--- src/design/sss_pkg.sv ---
// Package for the sample set statistics unit.
// Payload structs, register indexes, reset values. No dependencies.
package sss_pkg;

    localparam int unsigned MaxSamplesDefault = 32;
    localparam logic [14:0] RangeLowReset  = 15'd160;
    localparam logic [14:0] RangeHighReset = 15'd1440;
    localparam logic [14:0] PwrMax         = 15'h7FFF;

    localparam logic [0:0] RegRangeLow  = 1'b0;
    localparam logic [0:0] RegRangeHigh = 1'b1;

    typedef struct packed {
        logic signed [15:0] sample;
        logic               last;
    } in_item_t;

    typedef struct packed {
        logic [14:0] min_power;
        logic [14:0] max_power;
        logic [14:0] mean_power;
        logic [14:0] median_power;
        logic        all_in_range;
        logic [5:0]  kept_count;
        logic        empty_res;
        logic        overflow;
    } out_item_t;

endpackage

--- src/design/sample_set_statistics_unit.sv ---
// Sample set statistics unit: top level with APB config, store and sequencer.
// Depends on sss_pkg.
//
// Usage: samples arrive on in_valid/in_ready as sss_pkg::in_item_t, one
// transaction per cycle while a set is collected. Negative samples are
// dropped. A transaction with last set closes the set: in_ready drops, the
// unit sorts the stored samples with one shared compare/swap unit (odd-even
// transposition, N passes of about N/2 pair steps, N = kept count), then
// divides sum by count with a restoring divider, one quotient bit per cycle.
// After the last sample the sort runs through the single compare/swap unit,
// each pair step a read state (ST_RD) then a compare state (ST_CMP), and
// then the divider; with N below 2 the sort is skipped.
// Loading throughput: one sample per cycle while no result is held.
// The result is held on out_valid/out_data until out_ready; a stalled
// receiver holds the unit, which takes no new sample until the result goes.
// Reset clears the set state and loads range_low=160, range_high=1440.
// Config: APB, range_low at 0x0, range_high at 0x4; pready is always high.
// Write configuration only while the unit is idle.
module sample_set_statistics_unit #(
    parameter int unsigned MAX_SAMPLES = sss_pkg::MaxSamplesDefault
) (
    input  logic               clk,
    input  logic               rst_n,
    input  logic               in_valid,
    output logic               in_ready,
    input  sss_pkg::in_item_t  in_data,
    output logic               out_valid,
    input  logic               out_ready,
    output sss_pkg::out_item_t out_data,
    input  logic               psel,
    input  logic               penable,
    input  logic               pwrite,
    input  logic [2:0]         paddr,
    input  logic [31:0]        pwdata,
    output logic [31:0]        prdata,
    output logic               pready
);
    import sss_pkg::*;

    localparam int unsigned AW = (MAX_SAMPLES > 1) ? $clog2(MAX_SAMPLES) : 1;
    localparam int unsigned CW = $clog2(MAX_SAMPLES + 1);
    localparam int unsigned SW = 15 + CW;

    typedef enum logic [4:0] {
        ST_LOAD = 5'b00001,
        ST_RD   = 5'b00010,
        ST_CMP  = 5'b00100,
        ST_DIV  = 5'b01000,
        ST_OUT  = 5'b10000
    } state_t;

    state_t state_reg, state_next;
    logic [14:0] range_low_reg, range_high_reg;
    logic [14:0] mem [MAX_SAMPLES];
    logic [CW-1:0] count_reg;
    logic [14:0] min_reg, max_reg;
    logic [SW-1:0] sum_reg;
    logic ok_reg, ovf_reg;
    logic [CW-1:0] pass_reg;
    logic [AW-1:0] idx_reg;
    logic [14:0] rd_a_reg, rd_b_reg;
    logic [14:0] med_lo_reg, med_hi_reg;
    logic [SW-1:0] rem_reg, quo_reg;
    logic [$clog2(SW+1)-1:0] bit_reg;
    out_item_t out_reg;
    logic out_valid_reg;

    assign pready = 1'b1;
    assign prdata = paddr[2] ? {17'd0, range_high_reg} : {17'd0, range_low_reg};

    always_ff @(posedge clk or negedge rst_n)
    begin
        if (!rst_n)
        begin
            range_low_reg  <= RangeLowReset;
            range_high_reg <= RangeHighReset;
        end
        else if (psel && penable && pwrite)
        begin
            case (paddr[2])
                RegRangeLow:  range_low_reg  <= pwdata[14:0];
                RegRangeHigh: range_high_reg <= pwdata[14:0];
                default: ;
            endcase
        end
    end

    logic in_fire, keep, full, pair_odd, do_swap, last_step;
    logic [AW-1:0] idx_max;
    logic [CW-1:0] half;
    logic [SW:0] trial;
    logic [SW-1:0] rem_sh;

    assign in_ready  = (state_reg == ST_LOAD) && !out_valid_reg;
    assign in_fire   = in_valid && in_ready;
    assign full      = (count_reg == CW'(MAX_SAMPLES));
    assign keep      = !in_data.sample[15];
    assign pair_odd  = pass_reg[0];
    assign idx_max   = AW'(count_reg - CW'(2));
    assign last_step = ({1'b0, idx_reg} + (AW+1)'(2)) > {1'b0, idx_max};
    assign do_swap   = (rd_a_reg > rd_b_reg) && (idx_reg <= idx_max);
    assign half      = count_reg >> 1;
    assign rem_sh    = {rem_reg[SW-2:0], sum_reg[bit_reg - 1'b1]};
    assign trial     = {1'b0, rem_sh} - {{(SW+1-CW){1'b0}}, count_reg};

    always_comb
    begin
        state_next = state_reg;
        case (state_reg)
            ST_LOAD: if (in_fire && in_data.last)
                state_next = (count_reg > CW'(1) || (keep && !full && count_reg == CW'(1)))
                             ? ST_RD : ST_DIV;
            ST_RD:   state_next = ST_CMP;
            ST_CMP:  state_next = (last_step && pass_reg == count_reg - CW'(1))
                                  ? ST_DIV : ST_RD;
            ST_DIV:  if (bit_reg == '0) state_next = ST_OUT;
            ST_OUT:  state_next = ST_LOAD;
            default: state_next = ST_LOAD;
        endcase
    end

    always_ff @(posedge clk)
    begin
        if (in_fire && keep && !full)
            mem[count_reg[AW-1:0]] <= in_data.sample[14:0];
        else if (state_reg == ST_CMP && do_swap)
        begin
            mem[idx_reg]        <= rd_b_reg;
            mem[idx_reg + 1'b1] <= rd_a_reg;
        end
        if (state_reg == ST_RD)
        begin
            rd_a_reg <= mem[idx_reg];
            rd_b_reg <= mem[idx_reg + 1'b1];
        end
        if (state_reg == ST_DIV)
        begin
            med_lo_reg <= mem[AW'(half - CW'(1))];
            med_hi_reg <= mem[half[AW-1:0]];
        end
    end

    always_ff @(posedge clk or negedge rst_n)
    begin
        if (!rst_n)
        begin
            state_reg     <= ST_LOAD;
            count_reg     <= '0;
            min_reg       <= PwrMax;
            max_reg       <= '0;
            sum_reg       <= '0;
            ok_reg        <= 1'b1;
            ovf_reg       <= 1'b0;
            pass_reg      <= '0;
            idx_reg       <= '0;
            rem_reg       <= '0;
            quo_reg       <= '0;
            bit_reg       <= '0;
            out_valid_reg <= 1'b0;
            out_reg       <= '0;
        end
        else
        begin
            state_reg <= state_next;
            if (out_valid_reg && out_ready)
                out_valid_reg <= 1'b0;
            case (state_reg)
                ST_LOAD:
                begin
                    if (in_fire && keep && full)
                        ovf_reg <= 1'b1;
                    else if (in_fire && keep)
                    begin
                        count_reg <= count_reg + 1'b1;
                        if (in_data.sample[14:0] < min_reg) min_reg <= in_data.sample[14:0];
                        if (in_data.sample[14:0] > max_reg) max_reg <= in_data.sample[14:0];
                        sum_reg <= sum_reg + SW'(in_data.sample[14:0]);
                        if (in_data.sample[14:0] < range_low_reg ||
                            in_data.sample[14:0] > range_high_reg)
                            ok_reg <= 1'b0;
                    end
                    pass_reg <= '0;
                    idx_reg  <= '0;
                    rem_reg  <= '0;
                    quo_reg  <= '0;
                    bit_reg  <= ($clog2(SW+1))'(SW);
                end
                ST_CMP:
                begin
                    if (last_step)
                    begin
                        pass_reg <= pass_reg + 1'b1;
                        idx_reg  <= AW'(!pair_odd);
                    end
                    else
                        idx_reg <= idx_reg + AW'(2);
                end
                ST_DIV:
                begin
                    if (bit_reg != '0)
                    begin
                        bit_reg <= bit_reg - 1'b1;
                        if (!trial[SW])
                        begin
                            rem_reg <= trial[SW-1:0];
                            quo_reg <= {quo_reg[SW-2:0], 1'b1};
                        end
                        else
                        begin
                            rem_reg <= rem_sh;
                            quo_reg <= {quo_reg[SW-2:0], 1'b0};
                        end
                    end
                end
                ST_OUT:
                begin
                    out_valid_reg <= 1'b1;
                    if (count_reg == '0)
                    begin
                        out_reg.min_power    <= '0;
                        out_reg.max_power    <= '0;
                        out_reg.mean_power   <= '0;
                        out_reg.median_power <= '0;
                        out_reg.all_in_range <= 1'b1;
                        out_reg.kept_count   <= '0;
                        out_reg.empty_res    <= 1'b1;
                    end
                    else
                    begin
                        out_reg.min_power    <= min_reg;
                        out_reg.max_power    <= max_reg;
                        out_reg.mean_power   <= quo_reg[14:0];
                        out_reg.median_power <= count_reg[0] ? med_hi_reg
                            : 15'(({1'b0, med_lo_reg} + {1'b0, med_hi_reg}) >> 1);
                        out_reg.all_in_range <= ok_reg;
                        out_reg.kept_count   <= 6'(count_reg);
                        out_reg.empty_res    <= 1'b0;
                    end
                    out_reg.overflow <= ovf_reg;
                    count_reg <= '0;
                    min_reg   <= PwrMax;
                    max_reg   <= '0;
                    sum_reg   <= '0;
                    ok_reg    <= 1'b1;
                    ovf_reg   <= 1'b0;
                end
                default: ;
            endcase
        end
    end

    assign out_valid = out_valid_reg;
    assign out_data  = out_reg;

endmodule

--- config.mk ---
export PLATFORM = sky130hd
export DESIGN_NAME = sample_set_statistics_unit
export DESIGN_NICKNAME = d
export VERILOG_FILES = /design/src/design/sss_pkg.sv /design/src/design/sample_set_statistics_unit.sv
export SDC_FILE = /design/constraint.sdc
export NUM_CORES = 2
export LEC_CHECK = 0
export BUFFER_PORTS_ARGS = -buffer_cell sky130_fd_sc_hd__buf_2
export CAP_MARGIN = 20
export CORE_UTILIZATION = 64
export DETAILED_ROUTE_END_ITERATION = 8
export PLACE_DENSITY = 0.85
export SLEW_MARGIN = 15
export SYNTH_ARGS = -nofsm -noshare
export SYNTH_HDL_FRONTEND = slang
export SYNTH_SLANG_ARGS = --single-unit
--- constraint.sdc ---
create_clock -name clk -period 7.4 [get_ports clk]
set_input_delay 0.74 -clock clk [delete_from_list [all_inputs] [get_ports clk]]
set_output_delay 0.74 -clock clk [all_outputs]
set_load 0.02 [all_outputs]
==> results by group <==
Drt
  – Pre-antenna DRT Iters: 9
  – Residual DRC: 26
  – ANT nets after route: 0
  – Avg WL per Cell: 33.94 um
  – Via density: 7.936
  – DR vias: 40050
  – DR iter-0 viols: 7026
  – Routed WL: 171300 um

Synthesis
  – Yosys cell types: 84
  – Ranking of synthesized cells by area: edfxtp_1, mux4_2, mux2_2, dfrtp_1, ha_1
  – Sequential share of the synthesized area: 41.83%
  – Post-synthesis async set-or-reset flop share: 28.48%
  – Yosys reg bits: 755
  – Mapped Cells: 3954
  – Synth top area share: 31.37%
  – Area leader, netlist: edfxtp_1
  – YS warnings: 0
  – EDFF count, synth: 540
  – Ys flop type: edfxtp_1
  – Synthesized cell area: 51690 um^2
  – Syn avg cell area: 13.07 um^2

Setup path
  – Worst r2r src: count_reg[2]$_DFFE_PN0P_
  – Critical Path Source Type: register
  – Worst path required time: 7.80 ns
  – Crit-path max FO: 45
  – Worst path arrival time: 6.14 ns
  – Crit. Startpoint: count_reg[2]$_DFFE_PN0P_
  – Setup Crit Path Kind: reg -> reg
  – R2R setup slack: 1.66 ns
  – Worst reg-to-reg path cell count: 12
  – Worst Setup End Kind: register
  – Capture point of the worst reg-to-reg path: mem[24][8]$_DFFE_PP_

STA
  – Setup TNS: 0 ns
  – Slew Viols, Final: 0
  – RSZ-0062 raised after global routing: false
  – FMAX: 174.3 MHz
  – Post-route minimum period: 5.737 ns
  – Rel. slew slack: 8.777%
  – Worst-Margin Slew: 1.334 ns
  – Fin crit share: 77.53%
  – Final Hold Viols: 0
  – Final worst slack: 1.663 ns
  – Setup Skew: 0.02837 ns
  – Setup-failing EPs final: 0

Global routing
  – GR Util All Layers: 41.91%
  – Vias in the first global route: 39360
  – First-pass GRT wire length: 251300 um
  – Initial antenna violation count: 10
  – Maximum number of pins on one net before global-route repair: 125
  – Global route overflow: 0

Finish
  – Share of layout cells above drive strength 1: 39.11%
  – Max FFs per register: 480
  – Area grow syn2layout: 8.617%
  – # nets final: 4120
  – Fillers: 4995
  – Multi-input logic area: 28350 um^2
  – Register area: 21640 um^2

Clocking
  – CTS tree: done
  – Clock transition at the registers of the reported paths: 0.06 ns
  – Worst skew pair latency: 0.67 ns
  – Clock Root Buffer: clkbuf_16
  – CTS HTree Levels: 3
  – Clk buf depth: 3
  – Post-CTS setup buffer count: 0
  – Sinks on Clock Net: 755
  – Hold buffers post-CTS: 0
  – Num CTS Buffers: 82
  – CTS resizes: 0

Place
  – Place WS: 2.052 ns
  – Final Wtd Congestion: 1.003
  – Post-DP HPWL: 101000 um
  – Port Buffers: 125

Outcome
  – Failing checks: design-rule violations
  – Outcome: finished, violations left

Floorplan
  – Cell Rows: 103
  – CORE AREA: 79520 um^2
  – Initial Util: 65.01%
  – Chip height: 286.2 um
  – Ports: 163
  – Die Footprint: 81910 um^2
  – Die W: 286.2 um

Job
  – Max Cap Viol: 0

Hold path
  – Min-Delay Path Class: in -> async

Pwr
  – Power per Cell Area: 303.2 nW/um^2
  – Leak: 0.02043 uW
  – VDD IR max: 0.0004389 V
==> cell usage in the layout, fill, tap and decap left out, drive strengths merged, types with 11 or more instances in the layout <==
cell type,Yosys,layout
dfrtp,192,192
a32oi,11,11
mux2i,68,68
and3,20,20
a21oi,87,87
o211ai,27,27
o21ai,175,175
nand3,137,137
a22o,37,37
o311a,16,16
xnor2,32,32
a21o,38,38
conb,2,18
dfstp,23,23
nor3,31,31
clkbuf,274,104
buf,125,269
nand2,428,428
nor2,95,95
mux2,542,542
a2111oi,35,35
clkinv,3,36
o21a,11,11
xor2,23,23
mux4,518,518
nor2b,13,13
inv,102,106
ha,132,132
o22ai,30,30
a31oi,15,15
edfxtp,540,540
nand4,48,48
==> metal layers <==
| layer | share of wire [%] | GRT usage [%] | vias to the layer above |
|---|---|---|---|
| met1 | 30 | 49.10 | 19360 |
| met3 | 17 | 19.29 | 1249 |
| met5 | 0.093 | 0.5814 | - |
| met4 | 9.8 | 31.59 | 12 |
| li1 | - | - | 15530 |
| met2 | 43 | 60.31 | 3899 |
==> through the flow <==
| step | instance area (um^2) | hold WS [ns] | utilization (%) | total power, uW | std cells |
|---|---|---|---|---|---|
| 2_1_floorplan | 51750 | 0.4394 | - | 10270 | 3970 |
| 3_3_place_gp | 53440 | 0.4580 | 67.20 | 12300 | 4882 |
| 3_5_place_dp | 53460 | 0.4644 | 67.23 | 12480 | 4885 |
| 4_1_cts | 56040 | 0.08120 | 70.48 | 16520 | 5032 |
| 5_1_grt | 56130 | 0.09408 | 70.60 | 17370 | 5041 |
| 6_report | 56150 | 0.03185 | 70.61 | 17020 | 5046 |
==> critical path, stage by stage (launching register included) <==
cell and delay [ns]:
dfrtp_4 0.93, inv_1 0.42, ha_1 0.36, xnor2_2 0.21
ha_1 0.28, a21o_1 0.16, a221oi_1 0.30, a31oi_1 0.22
nor2b_2 0.57, buf_4 0.32, nand4_1 0.82, buf_4 0.54
mux2_2 0.30
==> area by class of cell <==
| type | instances | share of cell area [%] |
|---|---|---|
| flip-flops and latches | 755 | 38.55 |
| clock inverters | 44 | 0.5437 |
| repair buffers | 271 | 3.283 |
| multi-input cells | 2711 | 50.50 |
| well taps | 1050 | 2.340 |
| diodes | 7 | 0.03120 |
| clock buffers | 103 | 4.054 |
| inverters | 105 | 0.7020 |
==> synth_stat cells, types with 18 or more instances <==
cell / number
xnor2_1: 32
a21oi_1: 87
a2111oi_0: 35
dfstp_2: 23
dfrtp_1: 192
mux2i_1: 68
o21ai_0: 169
nor3_1: 30
mux2_2: 542
ha_1: 132
buf_1: 55
edfxtp_1: 540
inv_1: 101
nand2_1: 427
buf_2: 49
mux4_2: 518
o22ai_1: 30
a21o_1: 38
nor2_1: 95
and3_1: 20
clkbuf_1: 273
nand4_1: 44
o211ai_1: 27
nand3_1: 136
xor2_1: 23
a22o_1: 37
buf_4: 18
==> cell families (layout without fill, tap and decap cells) <==
| kind of cell | Yosys count | in the layout | share of synthesized area (%) |
|---|---|---|---|
| adders and majority gates | 135 | 135 | 3.311 |
| xor gates and xnor gates | 55 | 55 | 0.9319 |
| buffers and inverters | 504 | 523 | 3.972 |
| and+or+nand+nor | 832 | 832 | 7.320 |
| DFF | 755 | 755 | 41.83 |
| muxes | 1128 | 1128 | 35.69 |
| other | 2 | 25 | 0.01453 |
| AOI/OAI and AO/OA | 543 | 543 | 6.925 |
==> worst max path at each step <==
stage / to / slack [ns]
global route: mem[24][3]$_DFFE_PP_ / 1.64
detailed placement: mem[24][8]$_DFFE_PP_ / 2.05
global placement: mem[9][14]$_DFFE_PP_ / 2.17
CTS: mem[15][13]$_DFFE_PP_ / 2.01
finish: mem[24][8]$_DFFE_PP_ / 1.66
floorplan: mem[14][0]$_DFFE_PP_ / 0.88
==> power by group <==
| part | switching [uW] | internal [uW] |
|---|---|---|
| Sequential | 310 | 4970 |
| Combinational | 4400 | 3270 |
| Clock | 1800 | 2280 |
| Total | 6510 | 10500 |
(Power assumes the default switching activity.)
